[config.mk]
export PLATFORM = sky130hd
export DESIGN_NAME = lsgr_merge_flat
export DESIGN_NICKNAME = d
export VERILOG_FILES = /design/src/hdl/least_squares_gradient_reflect_defines.svh /design/src/hdl/lsgr_pkg.sv /design/src/hdl/lsgr_if.sv /design/src/hdl/lsgr_merge.sv /design/src/flat_wrapper.sv
export SDC_FILE = /design/constraint.sdc
export NUM_CORES = 1
export LEC_CHECK = 0
export ABC_AREA = 1
export BUFFER_PORTS_ARGS = -buffer_cell sky130_fd_sc_hd__buf_2
export CAP_MARGIN = 20
export CORE_AREA = 2 2 227 229
export DETAILED_ROUTE_END_ITERATION = 8
export DIE_AREA = 0 0 229 231
export GPL_ROUTABILITY_DRIVEN = 0
export PLACE_DENSITY = 0.3
export SETUP_SLACK_MARGIN = 0.1
export SYNTH_ARGS = -nofsm -noshare
export SYNTH_HDL_FRONTEND = slang
export SYNTH_SLANG_ARGS = --single-unit
[constraint.sdc]
create_clock -name clk -period 4.4 [get_ports clk]
set_input_delay 0.22 -clock clk [delete_from_list [all_inputs] [get_ports clk]]
set_output_delay 0.22 -clock clk [all_outputs]
set_load 0.05 [all_outputs]
[src/hdl/least_squares_gradient_reflect_defines.svh]
// Assertion macros shared by the gradient store RTL.
`ifndef LEAST_SQUARES_GRADIENT_REFLECT_DEFINES_SVH
`define LEAST_SQUARES_GRADIENT_REFLECT_DEFINES_SVH

// Same-cycle implication, checked on every rising clock edge out of reset.
`define LSGR_ASSERT_SAME(lbl, ante, cons, msg) \
    lbl: assert property (@(posedge clk) disable iff (!rst_n) (ante) |-> (cons)) \
        else $error(msg);

// Next-cycle implication, checked on every rising clock edge out of reset.
`define LSGR_ASSERT_NEXT(lbl, ante, cons, msg) \
    lbl: assert property (@(posedge clk) disable iff (!rst_n) (ante) |=> (cons)) \
        else $error(msg);

`endif

[src/hdl/lsgr_pkg.sv]
// Package with shared constants, codes, types and saturation helper.
`default_nettype none
package lsgr_pkg;
    localparam int MAX_CELLS_DEF = 1024;
    localparam int NUM_DIMS      = 3;
    localparam int NUM_VARS      = 5;
    localparam int DW            = 32;
    localparam int AW            = 31;
    localparam int IDXW          = 10;
    localparam int VARW          = 3;
    localparam int SATW          = 53;

    localparam logic [1:0] REQ_BEGIN    = 2'd0;
    localparam logic [1:0] REQ_NEIGHBOR = 2'd1;
    localparam logic [1:0] REQ_REFLECT  = 2'd2;
    localparam logic [1:0] REQ_READ     = 2'd3;

    localparam logic [1:0] PH_NB  = 2'd0;
    localparam logic [1:0] PH_DOT = 2'd1;
    localparam logic [1:0] PH_REF = 2'd2;

    typedef logic signed [DW-1:0] word_t;

    typedef struct packed {
        logic       rd_en;
        logic       wr_en;
        logic       wr_zero;
        logic       load_centre;
        logic       load_grad;
        logic       mul_en;
        logic       acc_en;
        logic       clear_acc;
        logic [1:0] phase;
        logic [1:0] dim;
    } lane_ctrl_t;

    // Clamp a wide signed value to the 32-bit signed range.
    function automatic word_t sat32(input logic signed [SATW-1:0] x);
        word_t r;
        if (x[SATW-1:DW-1] == '0 || x[SATW-1:DW-1] == '1)
        begin
            r = x[DW-1:0];
        end
        else if (x[SATW-1])
        begin
            r = {1'b1, {(DW-1){1'b0}}};
        end
        else
        begin
            r = {1'b0, {(DW-1){1'b1}}};
        end
        return r;
    endfunction
endpackage
`default_nettype wire

[src/hdl/lsgr_if.sv]
// Handshake interfaces for the request and result channels.
`default_nettype none


interface lsgr_out_if import lsgr_pkg::*; ();
    logic              valid;
    logic              ready;
    logic [VARW-1:0]   var_index;
    logic signed [DW-1:0] grad_x;
    logic signed [DW-1:0] grad_y;
    logic signed [DW-1:0] grad_z;
    logic              last_result;

    modport source (output valid, var_index, grad_x, grad_y, grad_z, last_result,
                    input ready);
    modport sink (input valid, var_index, grad_x, grad_y, grad_z, last_result,
                  output ready);
endinterface
`default_nettype wire

[src/hdl/lsgr_merge.sv]
// Merging stage that sends the five lane gradients out one beat each.
`default_nettype none
module lsgr_merge import lsgr_pkg::*; (
    input  logic clk,
    input  logic rst_n,
    input  logic start,
    input  word_t grads [NUM_VARS][NUM_DIMS],
    lsgr_out_if.source result,
    output logic done
);
    logic [VARW-1:0] cnt_reg;
    logic            valid_reg;
    logic            last;

    assign last = cnt_reg == VARW'(NUM_VARS - 1);

    always_ff @(posedge clk or negedge rst_n)
    begin
        if (!rst_n)
        begin
            valid_reg <= 1'b0;
            cnt_reg   <= '0;
        end
        else if (start)
        begin
            valid_reg <= 1'b1;
            cnt_reg   <= '0;
        end
        else if (valid_reg && result.ready)
        begin
            if (last)
            begin
                valid_reg <= 1'b0;
            end
            else
            begin
                cnt_reg <= cnt_reg + 1'b1;
            end
        end
    end

    assign result.valid       = valid_reg;
    assign result.var_index   = cnt_reg;
    assign result.grad_x      = grads[cnt_reg][0];
    assign result.grad_y      = grads[cnt_reg][1];
    assign result.grad_z      = grads[cnt_reg][2];
    assign result.last_result = last;
    assign done               = valid_reg && result.ready && last;
endmodule
`default_nettype wire

[src/flat_wrapper.sv]
// flat-port wrapper written by rule: the top's interface ports become plain ports
module lsgr_merge_flat import lsgr_pkg::*;
  (clk, rst_n, start, grads, done, result_valid, result_var_index, result_grad_x, result_grad_y, result_grad_z, result_last_result, result_ready);
  lsgr_out_if result_i ();
  input  logic clk;
  input  logic rst_n;
  input  logic start;
  input  word_t grads[NUM_VARS][NUM_DIMS];
  output logic done;
  output wire logic [$bits(result_i.valid)-1:0] result_valid;
  output wire logic [$bits(result_i.var_index)-1:0] result_var_index;
  output wire logic [$bits(result_i.grad_x)-1:0] result_grad_x;
  output wire logic [$bits(result_i.grad_y)-1:0] result_grad_y;
  output wire logic [$bits(result_i.grad_z)-1:0] result_grad_z;
  output wire logic [$bits(result_i.last_result)-1:0] result_last_result;
  input wire logic [$bits(result_i.ready)-1:0] result_ready;
  assign result_valid = result_i.valid;
  assign result_var_index = result_i.var_index;
  assign result_grad_x = result_i.grad_x;
  assign result_grad_y = result_i.grad_y;
  assign result_grad_z = result_i.grad_z;
  assign result_last_result = result_i.last_result;
  assign result_i.ready = result_ready;
  lsgr_merge u_core (.clk(clk), .rst_n(rst_n), .start(start), .grads(grads), .result(result_i), .done(done));
endmodule
# After elaboration in Yosys (flattened, before gate mapping)
# Index checks and enable logic that the tools add are counted.
# Widths: inputs -> output; s select.
# word_totals
input_bits,484
reg_bits,4
word_cells,22
# op_classes
bitwise,1
muxes,9
n_eq_ne,2
n_reduce_logical,6
addsub,1
magnitude_cmp,1
# ops
operator,count
$bmux 96 s3,1
$mux 96,2
$mux 3,3
$ge 4x4->1 const B,1
$not 3->4,1
$reduce_and 2->1,2
$reduce_bool 2->1,2
$add 3x1->3 const B,1
$eq 3x3->1 const B,1
$mux 1,3
$logic_and 1x1->1,2
$ne 2x2->1 const B,1

# Longest topological paths before layout
# depth
ltp_word,4
ltp_mapped,9

# Worst setup path before layout
# Ideal clock, no wire load.
# synth_path
kind,register to output
from,reg u_core.cnt_reg[1] (netlist: u_core.result.var_index[1])
to,out done
required_time_ns,4.180
t_arrival_ns,2.150
slack_ns,2.030
stages_incl_launch_ff,7
cell_sequence,dfrtp_1 buf_2 inv_2 clkbuf_1 ha_1 nand2_1 nor2_1
# synth_between
elab_chain_len,2
# synth_lines
element,line,rtl
start: declaration,lsgr_merge.sv:11,logic [VARW-1:0] cnt_reg;
start signal: assignment,lsgr_merge.sv:37,cnt_reg <= cnt_reg + 1'b1;
$eq 3x3->1,lsgr_merge.sv:15,assign last = cnt_reg == VARW'(NUM_VARS - 1);
$logic_and 1x1->1,lsgr_merge.sv:48,assign done = valid_reg && result.ready && last;
end: declaration,flat_wrapper.sv:9,output logic done;
# No other way between the ends.

# Final worst setup path
# layout_path
from,reg u_core.cnt_reg[1] (netlist: u_core.result.var_index[1])
to,out result_grad_y[16]
# layout_between
elab_chain_len,4
# layout_lines
element,line,rtl
$not 3->4 (implied by the code),lsgr_merge.sv:45,assign result.grad_y = grads[cnt_reg][1];
$bmux 96 s3,lsgr_merge.sv:45,
$mux 96 (implied by the code) (2 in a row),lsgr_merge.sv:45,
end: declaration,flat_wrapper.sv:13,output wire logic [$bits(result_i.grad_y)-1:0] result_grad_y;
# No other way between the ends. The select of a mux whose other input is x is not followed.

==> results by group <==
Outcome
  • Status: complete, no violations

Clock network
  • TritonCTS clock tree: built
  • CTS Buf Count: 3
  • CTS root buf: clkbuf_16
  • Clock transition at path regs: 0.03 ns
  • Worst skew pair latency: 0.23 ns
  • Clock sink count: 4
  • # hold bufs at CTS: 1
  • Post-cts resize count: 0
  • Post-CTS Setup Bufs: 0
  • CTS H-tree lvls: 1
  • Clock buffer depth: 2

Logic synthesis
  • Syn nets: 1466
  • Sequential element share of the synthesized area: 0.0237
  • Synthesized area per cell: 4.31 sq um
  • Mapped Area: 4220 sq um
  • Synth top area share: 0.523
  • Number of synthesis warnings: 0
  • Synth Instances: 980
  • Area leader, netlist: nand2_1
  • Largest cells by area after synthesis: nand2_1, nand3_1, buf_2
  • Netlist cell types: 14
  • Flops & latches, synth: 4

Critical path
  • CP peak stage delay: 0.89 ns
  • Worst setup startpoint: u_core.result.var_index[1]
  • CP max stage cell: nor3_4
  • WS Path Type: reg2out
  • Crit path required time: 4.18 ns
  • Worst setup path end: result_grad_y[16]
  • Reg-to-reg endpoint: u_core.result.var_index[2]
  • Startpoint types: flip-flop
  • Worst reg2reg path depth: 6
  • Sequence of cells on the critical path: nor3_4 -> buf_12 -> nand2_1 -> nand2_1 -> buf_2
  • R2R setup slack: 2.10 ns
  • Reg-to-reg startpoint: u_core.result.var_index[1]
  • Most used cell, CP: nand2_1
  • Critical Path AT: 2.62 ns
  • Max FO, Critical Path: 44
  • Critical Path Sink Type: output pin

Route
  • DRT iter0 DRCs: 382
  • TritonRoute pass-1 iters: 5
  • Total Wirelength: 33600 um
  • ANT nets after route: 0
  • WL/cell: 15.4 um
  • Post-DR vias/cell: 3.79
  • DR vias: 8258
  • # DRC: 0

Flow run
  • Max Cap Viol: 0

Final layout
  • Share of cells above drive strength 1: 0.405
  • Area Overhead vs Synth: 87.0%
  • Fillers: 6197
  • Most common cell after layout, fill and taps aside: nand2_1
  • Final core occ: 0.156
  • Most frequent cells in the layout: nand2_1, buf_2, nand3_1
  • Final #Nets: 1986
  • Largest register FFs: 3

Global route
  • Initial antenna violation count: 1
  • Pin count of the biggest net entering global routing: 93
  • Vias in the first global route: 8107
  • Tot GR Track Use: 0.118
  • Overflow after GRT: 0
  • First-pass GRT wire length: 49100 um

STA
  • Setup WS post-layout: 1.56 ns
  • RSZ-0062 raised after global routing: no
  • Setup violators final: 0
  • Slew headroom: 0.331
  • Final period util: 0.645
  • Tmin final: 2.84 ns
  • Slew Viols, Final: 0
  • Clock Skew: 0.000276 ns
  • Slew at the pin closest to its max-slew limit: 1.00 ns
  • Max frequency: 352 MHz
  • Final Hold Viols: 0
  • Total negative slack: 0 ns
  • Fin Hold WS: 0.282 ns

Floorplan
  • Initial Util: 0.0833
  • Die width: 229 um
  • Ports: 586
  • Die area: 52900 sq um
  • Die Y: 231 um
  • Core Region: 50700 sq um
  • FP Rows: 83

Placed design
  • Port Buffers: 585
  • Post-DP HPWL: 27000 um
  • Pre-CTS WS: 1.71 ns

Min path
  • Min-delay worst type: in2reg

Pwr
  • Leak pwr: 4.57 nW
  • P per Cell Area: 394 nW/um^2
  • Worst vdd ir: 177 uV
  • Total design power: 3.11 mW
Yosys cell counts:
| library cell | n |
|---|---|
| dfrtp_1 | 4 |
| buf_4 | 4 |
| clkinv_1 | 1 |
| nand2_1 | 588 |
| nor2_1 | 1 |
| buf_2 | 40 |
| inv_2 | 2 |
| nand3_1 | 290 |
| clkbuf_1 | 25 |
| nor3_2 | 1 |
| ha_1 | 2 |
| inv_1 | 3 |
| buf_1 | 15 |
| o21ai_0 | 4 |
area by class of cell:
cell class | instances | area (sq um) | area share
multi-input combinational | 886 | 3720 | 0.472
timing repair buffer | 599 | 3100 | 0.392
tap | 680 | 851 | 0.108
sequential | 4 | 108 | 0.0136
clock buffer | 4 | 78.8 | 0.00999
inverter | 6 | 32.5 | 0.00412
antenna | 1 | 2.50 | 0.000317
power by group:
group          leakage, nW  switching (mW)  internal, mW
logic                 4.48            2.15         0.716
clock network       0.0382          0.0293         0.120
registers           0.0455          0.0571        0.0435
total                 4.57            2.23         0.880
worst min-delay path by stage:
stage          startpoint                  end  depth (start not counted)
2_1_floorplan       rst_n  u_core.result.valid                          0
3_3_place_gp        rst_n  u_core.result.valid                          1
3_5_place_dp        rst_n  u_core.result.valid                          1
4_1_cts             start  u_core.result.valid                          3
5_1_grt             start  u_core.result.valid                          3
6_report            start  u_core.result.valid                          3
kinds of logic (layout without fill, tap and decap cells):
family	Yosys count	count (layout)	share of synthesized area
and+or+nand+nor	880	880	0.870
buffers and inverters	90	609	0.0955
AOI/OAI and AO/OA	4	4	0.00474
DFF	4	4	0.0237
adders and majority gates	2	2	0.00593
other	0	1	0
metal layers:
| metal | vias up | global-route usage | wire length [um] |
|---|---|---|---|
| li1 | 4191 | - | - |
| met2 | 369 | 0.222 | 17400 |
| met1 | 3670 | 0.144 | 13600 |
| met3 | 28 | 0.0161 | 2130 |
| met5 | - | 0 | 0 |
| met4 | 0 | 0.0201 | 567 |
metrics by stage:
| step | cell area, sq um | std cells |
|---|---|---|
| 2_1_floorplan | 4220 | 980 |
| 3_3_place_gp | 7800 | 2174 |
| 3_5_place_dp | 7800 | 2174 |
| 4_1_cts | 7890 | 2179 |
| 5_1_grt | 7890 | 2180 |
| 6_report | 7890 | 2180 |
worst max-delay path: cells and delay by family, from the launching register on:
kind,cells,cell delay [ns]
AND/OR/NAND/NOR,3,1.09
flip-flops,1,0.69
buffers and inverters,2,0.56
(Power assumes the default switching activity.)
