File: src/hdl/least_squares_gradient_reflect_defines.svh
// Assertion macros shared by the gradient store RTL.
`ifndef LEAST_SQUARES_GRADIENT_REFLECT_DEFINES_SVH
`define LEAST_SQUARES_GRADIENT_REFLECT_DEFINES_SVH

// Same-cycle implication, checked on every rising clock edge out of reset.
`define LSGR_ASSERT_SAME(lbl, ante, cons, msg) \
    lbl: assert property (@(posedge clk) disable iff (!rst_n) (ante) |-> (cons)) \
        else $error(msg);

// Next-cycle implication, checked on every rising clock edge out of reset.
`define LSGR_ASSERT_NEXT(lbl, ante, cons, msg) \
    lbl: assert property (@(posedge clk) disable iff (!rst_n) (ante) |=> (cons)) \
        else $error(msg);

`endif

File: src/hdl/lsgr_pkg.sv
// Package with shared constants, codes, types and saturation helper.
`default_nettype none
package lsgr_pkg;
    localparam int MAX_CELLS_DEF = 1024;
    localparam int NUM_DIMS      = 3;
    localparam int NUM_VARS      = 5;
    localparam int DW            = 32;
    localparam int AW            = 31;
    localparam int IDXW          = 10;
    localparam int VARW          = 3;
    localparam int SATW          = 53;

    localparam logic [1:0] REQ_BEGIN    = 2'd0;
    localparam logic [1:0] REQ_NEIGHBOR = 2'd1;
    localparam logic [1:0] REQ_REFLECT  = 2'd2;
    localparam logic [1:0] REQ_READ     = 2'd3;

    localparam logic [1:0] PH_NB  = 2'd0;
    localparam logic [1:0] PH_DOT = 2'd1;
    localparam logic [1:0] PH_REF = 2'd2;

    typedef logic signed [DW-1:0] word_t;

    typedef struct packed {
        logic       rd_en;
        logic       wr_en;
        logic       wr_zero;
        logic       load_centre;
        logic       load_grad;
        logic       mul_en;
        logic       acc_en;
        logic       clear_acc;
        logic [1:0] phase;
        logic [1:0] dim;
    } lane_ctrl_t;

    // Clamp a wide signed value to the 32-bit signed range.
    function automatic word_t sat32(input logic signed [SATW-1:0] x);
        word_t r;
        if (x[SATW-1:DW-1] == '0 || x[SATW-1:DW-1] == '1)
        begin
            r = x[DW-1:0];
        end
        else if (x[SATW-1])
        begin
            r = {1'b1, {(DW-1){1'b0}}};
        end
        else
        begin
            r = {1'b0, {(DW-1){1'b1}}};
        end
        return r;
    endfunction
endpackage
`default_nettype wire

File: src/hdl/lsgr_div.sv
// Restoring divider that normalizes one face normal component by the area.
`default_nettype none
module lsgr_div import lsgr_pkg::*; (
    input  logic          clk,
    input  logic          rst_n,
    input  logic          start,
    input  word_t         num,
    input  logic [AW-1:0] den,
    output word_t         quo,
    output logic          done
);
    localparam int NW   = DW + 16;
    localparam int CNTW = $clog2(NW + 1);

    logic [NW-1:0]   num_reg;
    logic [AW-1:0]   rem_reg;
    logic [AW-1:0]   den_reg;
    logic            neg_reg;
    logic [CNTW-1:0] cnt_reg;
    logic            busy_reg;
    logic            done_reg;

    logic [DW-1:0]   mag;
    logic [AW:0]     trial;
    logic [AW:0]     diff;
    logic            ge;
    logic signed [SATW-1:0] qs;

    assign mag   = num[DW-1] ? (~num + 1'b1) : num;
    assign trial = {rem_reg, num_reg[NW-1]};
    assign diff  = trial - {1'b0, den_reg};
    assign ge    = trial >= {1'b0, den_reg};

    always_ff @(posedge clk or negedge rst_n)
    begin
        if (!rst_n)
        begin
            busy_reg <= 1'b0;
            done_reg <= 1'b0;
            cnt_reg  <= '0;
        end
        else if (start)
        begin
            busy_reg <= 1'b1;
            done_reg <= 1'b0;
            cnt_reg  <= '0;
        end
        else if (busy_reg)
        begin
            cnt_reg <= cnt_reg + 1'b1;
            if (cnt_reg == CNTW'(NW - 1))
            begin
                busy_reg <= 1'b0;
                done_reg <= 1'b1;
            end
        end
    end

    always_ff @(posedge clk)
    begin
        if (start)
        begin
            num_reg <= {mag, 16'b0};
            rem_reg <= '0;
            den_reg <= den;
            neg_reg <= num[DW-1];
        end
        else if (busy_reg)
        begin
            rem_reg <= ge ? diff[AW-1:0] : trial[AW-1:0];
            num_reg <= {num_reg[NW-2:0], ge};
        end
    end

    // The quotient register holds the magnitude; the sign is applied on the way out.
    assign qs   = neg_reg ? -$signed(SATW'(num_reg)) : $signed(SATW'(num_reg));
    assign quo  = sat32(qs);
    assign done = done_reg;
endmodule
`default_nettype wire

File: config.mk
export PLATFORM = sky130hd
export DESIGN_NAME = lsgr_div
export DESIGN_NICKNAME = d
export VERILOG_FILES = /design/src/hdl/least_squares_gradient_reflect_defines.svh /design/src/hdl/lsgr_pkg.sv /design/src/hdl/lsgr_div.sv
export SDC_FILE = /design/constraint.sdc
export NUM_CORES = 1
export LEC_CHECK = 0
export ABC_AREA = 1
export CORE_AREA = 2 2 165 167
export CTS_CLUSTER_SIZE = 40
export DETAILED_ROUTE_END_ITERATION = 10
export DIE_AREA = 0 0 167 169
export DONT_BUFFER_PORTS = 1
export GPL_TIMING_DRIVEN = 0
export SLEW_MARGIN = 20
export SYNTH_ARGS = -nofsm -noshare
export SYNTH_HDL_FRONTEND = slang
export SYNTH_SLANG_ARGS = --single-unit
File: constraint.sdc
create_clock -name clk -period 3.4 [get_ports clk]
set_input_delay 0.68 -clock clk [delete_from_list [all_inputs] [get_ports clk]]
set_output_delay 0.68 -clock clk [all_outputs]
set_load 0.005 [all_outputs]
======== Word level (Yosys, flattened, before mapping) ========
Cells that the tools add are included.
cells by class
  $add $sub $neg .......................... 4
  muxes and demuxes ....................... 15
  reductions and logical operators ........ 5
  equal/unequal tests ..................... 2
  bitwise logic cells ..................... 1
  $lt $le $gt $ge ......................... 1
operators by type and width
  cell                   number
  $mux 32                3
  $mux 48                2
  $mux 53                1
  $neg 48->53            1
  $add 32x1->32 const B  1
  $ge 32x31->1           1
  $not 32->32            1
  $mux 31                1
  $sub 31x31->31         1
  $eq 22x22->1 const B   1
  $logic_not 22->1       1
  $mux 6                 2
  $add 6x1->6 const B    1
  $eq 6x6->1 const B     1
  $mux 1                 6
  $reduce_bool 2->1      2
  $reduce_and 2->1       1
  $logic_or 1x1->1       1
word-level totals
  output and inout port bits .............. 33
  register bits after elaboration ......... 119
  input port bits ......................... 66
  word-level logic and storage cells ...... 36

======== Depth between registers and ports, before layout ========
  depth after elaboration ................. 5
  gate-level depth with buffers ........... 19
  depth with buffers taken out ............ 18

======== Least setup slack after synthesis ========
No wires, ideal clock.
  kind .................................... input-to-reg
  start ................................... in start
  end ..................................... reg num_reg[16] (enable)
  required time ........................... 2.991 ns
  slack ................................... 0.752 ns
  library setup time ...................... 0.409 ns
  path buffers ............................ 2
  stages on the path ...................... 4
  arrival ................................. 2.239 ns
  cell sequence ........................... clkbuf_1 -> nor2_1 -> clkinv_1 -> buf_1
between the ends
  cells in the longest elaborated chain, start to end .. 1
RTL lines
  element                             line            source
  start: declaration                  lsgr_div.sv:6   input logic start,
  $reduce_bool 2->1 (no source line)  --
  end signal: assignment              lsgr_div.sv:63  num_reg <= {mag, 16'b0};
  end signal: assignment              lsgr_div.sv:71  num_reg <= {num_reg[NW-2:0], ge};
  end: declaration                    lsgr_div.sv:15  logic [NW-1:0] num_reg;
Every way passes these cells.
A chain may end at the register's enable or synchronous reset.

======== Worst setup path in the final report ========
  start ................................... reg num_reg[22]
  end ..................................... out quo[24]
between the ends
  cells in the longest elaborated chain, start to end .. 5
RTL lines
  element                                                  line            source
  $neg 48->53 (*)                                          lsgr_div.sv:76  assign qs = neg_reg ? -$signed(SATW'(num_reg)) : $signed(SATW'(num_reg));
  $mux 53 (*)                                              lsgr_div.sv:76
  $eq 22x22->1 / $logic_not 22->1 (equally long branches)  lsgr_pkg.sv:40  if (x[SATW-1:DW-1] == '0 || x[SATW-1:DW-1] == '1)
  $logic_or 1x1->1                                         lsgr_pkg.sv:40
  $mux 32 (*)                                              lsgr_pkg.sv:40
  end: declaration                                         lsgr_div.sv:9   output word_t quo,
Mark *: on every way between the ends. The rest lies on a longest branch, timed or not.

==> flow_summary.json <==
{
  "violations": "setup timing",
  "cts_sinks": 119,
  "dr.pass1.iters": 5,
  "hold_violations": 0,
  "synth_cells": 1382,
  "wl_met2_microns": 13280,
  "synth_area_leaders": "edfxtp_1 21%, nand2_1 18%, dfxtp_1 10%",
  "ir_worst_vdd_uv": 262.4,
  "finalSetupTns_ns": -0.002607,
  "synth_seq_cells": 119,
  "overflow": 0,
  "synthMuxAreaShare_pct": 0,
  "drt-total-wl_microns": 27790,
  "grt_pass1_wl_microns": 43730,
  "layout_setup_ws_ns": -0.002607,
  "power_w": 0.004413,
  "synth_top_family_by_area": "simple AND/OR/NAND/NOR gates",
  "status": "complete, but fails checks",
  "dpl.hpwl_microns": 21490,
  "synth_area_leader_cell": "edfxtp_1",
  "cts_buffers": 17,
  "critPathLaunch": "num_reg[22]",
  "yosys.area_share.simple_pct": 34.30,
  "die_w_microns": 167,
  "diodes": 0,
  "clkTransAtPathRegs_ns": 0.07,
  "antenna_found_initial": 0,
  "syn_area_per_cell_sq_um": 6.636,
  "rr_startpoint": "num_reg[47]",
  "synth_cell_types": 49,
  "syn-num-nets": 1483,
  "largest_reg_flops": 48,
  "fmax_ghz": 0.2939,
  "synth_compound_area_share_pct": 13.75,
  "synth-warning-count": 0,
  "arrival_ns": 2.72,
  "tritoncts": "built",
  "power_leakage_nw": 5.119,
  "crit_path_start_kind": "flip-flop",
  "area.growth.synth_to_final_pct": 18.85,
  "vias_per_cell": 5.146,
  "drc_errors": 0,
  "cpMostUsedCell": "nand2_2",
  "final_max_slew_viol_count": 0,
  "die_h_microns": 169,
  "antenna_left": 0,
  "routedWlPerCell_microns": 15.53,
  "hold_class": "input pin to flip-flop",
  "fin_crit_ns": 3.403,
  "pwr-share-comb_pct": 17.0,
  "grt_pass1_vias": 8431,
  "layout-drive-gt1-share_pct": 15.67,
  "core-area_sq_um": 26500,
  "vias": 9211,
  "yosys.area_share.xor_xnor_pct": 4.584,
  "endpoint_kind": "output pin",
  "synth_fa_ha_area_share_pct": 4.857,
  "m1WireLength_microns": 12570,
  "fin_skew_ns": 0.01465,
  "max-cap-violations": 0,
  "row_count": 60,
  "ios": 99,
  "wl_met3_microns": 1546,
  "ys_seq_area_share_pct": 33.40,
  "gp_routability_congestion": 0.9541,
  "place_ws_ns": 0.3503,
  "synth_top_cell_area_share_pct": 20.95,
  "root_buffer": "clkbuf_16",
  "cp_max_fo": 7,
  "crit_required_ns": 2.72,
  "tightest_slew_ns": 0.7184,
  "period_share_pct": 100.1,
  "die_area_sq_um": 28220,
  "cp_slowest_cell": "edfxtp_1",
  "dr.first_iter.drc_count": 650,
  "setup-violations-final": 1,
  "p_sw_w": 0.001283,
  "power.density_nw_per_um2": 404.9,
  "rsz0062_at_grt": "yes",
  "htreeDepth": 4,
  "nets": 1537,
  "slew_headroom_pct": 52.10,
  "pwr-share-seq_pct": 38.1,
  "swShare_pct": 29.06,
  "fillers": 2810,
  "power_frac_clock_pct": 44.9,
  "hold_start": "den[18]",
  "top_layer": "met4",
  "dp.cells": 1724,
  "grtUsageTotal_pct": 19.31,
  "final_cells": 1790,
  "path_cells": "nor2_2 > nand3_2 > nor2_4 > nand2_2 > nor2_4 > nand2_2 > nand3_1 > nand2_2 > nor2_1 > nand2_1 > nor2_1 > nand2_2 > nand2_8 > buf_6 > nand2_2 > nand2_1",
  "crit_type": "flip-flop to output pin",
  "synth_area_sq_um": 9171,
  "hold_ws_ns": 0.3409,
  "insertion_delay_ns": 0.43,
  "p_int_w": 0.003131,
  "io_buffer_count": 0,
  "cpPeakStageDelay_ns": 0.46,
  "clockBufferDepth": 2,
  "start_util_pct": 34.61,
  "grt_max_degree": 35
}
[logic make-up (layout without fill, tap and decap cells)]
logic type,after synthesis,in the layout
buffers and inverters,205,272
AOI/OAI and AO/OA,222,222
xor gates and xnor gates,48,48
adders and majority gates,35,35
DFF,119,119
and+or+nand+nor,753,753
[final timing paths]
kind	end	slack (ns)	depth (start not counted)
setup / recovery	quo[24]	-0.003	16
hold / removal	den_reg[18]	0.34	0
setup reg to reg	rem_reg[26]	0.32	15
hold reg to reg	rem_reg[17]	0.47	2
max in group asynchronous	cnt_reg[1]	2.52	1
min in group asynchronous	cnt_reg[5]	0.61	1
[synthesized netlist by cell type (all sizes together)]
master and instances:
nor3 24, dfrtp 8, a21boi 2, o211ai 16, fa 1, xor2 35
a22o 2, and2 1, inv 167, clkbuf 20, nor2 177, xnor2 13
and3 1, dfxtp 47, o22ai 31, a21oi 67, o32ai 1, nand3 72
or2 5, o21ai 87, nor4b 1, ha 34, nand4 18, buf 17
a21o 2, a31o 1, o21bai 5, nand2 450, clkinv 1, o31ai 2
o21a 3, a31oi 1, nor4 3, edfxtp 64, a211oi 2, nor3b 1
[per-stage QoR]
stage / utilization [%] / cell area (sq um)
3_5_place_dp: 36.30 / 9619
5_1_grt: 41.13 / 10900
4_1_cts: 39.00 / 10330
6_report: 41.13 / 10900
3_3_place_gp: 36.22 / 9598
2_1_floorplan: - / 9171
[layout make-up]
| type | instances | area (sq um) | share of cell area (%) |
|---|---|---|---|
| Buffer | 37 | 211.5 | 1.940 |
| Tap cell | 341 | 426.7 | 3.914 |
| Clock buffer | 19 | 442.9 | 4.063 |
| Inverter | 168 | 630.6 | 5.785 |
| Multi-Input combinational cell | 1058 | 5632 | 51.66 |
| Timing Repair Buffer | 35 | 300.3 | 2.755 |
| Sequential cell | 119 | 3063 | 28.10 |
| Clock inverter | 13 | 193.9 | 1.779 |
[timing repair]
action	in CTS	in global routing
gates cloned	0	4
hold buffers	1	0
endpoints found under the hold margin	8	0
endpoints found under the setup margin	31	31
pin swaps	3	44
gates resized for setup	10	126
setup buffers	5	24
[metal layers]
metal	global-route usage, %	vias to the layer above
met1	25.79	4272
met3	2.946	31
met4	4.610	0
met5	0	-
met2	32.87	281
li1	-	4627
[power groups by stage]
stage / sequential, W / clock, W / combinational (W)
2_1_floorplan: 0.00167 / 0 / 0.000472
3_3_place_gp: 0.00170 / 0 / 0.000623
3_5_place_dp: 0.00170 / 0 / 0.000626
4_1_cts: 0.00167 / 0.00202 / 0.000647
5_1_grt: 0.00169 / 0.00207 / 0.000835
6_report: 0.00168 / 0.00198 / 0.000752
[worst max-delay path: cells and delay by family, from the launching register on]
family | cells | cell delay (ns)
buffers and inverters | 1 | 0.15
DFF | 1 | 0.46
and+or+nand+nor | 15 | 1.66
[cell usage in the layout, fill, tap and decap left out, drive strengths merged, types with 4 or more instances in the layout]
cell type / netlist / routed
o22ai: 31 / 31
o211ai: 16 / 16
or2: 5 / 5
nand2: 450 / 450
inv: 167 / 171
o21ai: 87 / 87
a21oi: 67 / 67
nand4: 18 / 18
nor3: 24 / 24
nor2: 177 / 177
nand3: 72 / 72
bufinv: 0 / 4
dfxtp: 47 / 47
buf: 17 / 50
xnor2: 13 / 13
clkinv: 1 / 4
xor2: 35 / 35
o21bai: 5 / 5
edfxtp: 64 / 64
ha: 34 / 34
clkbuf: 20 / 40
dfrtp: 8 / 8
Power figures use the tool's default switching activity.
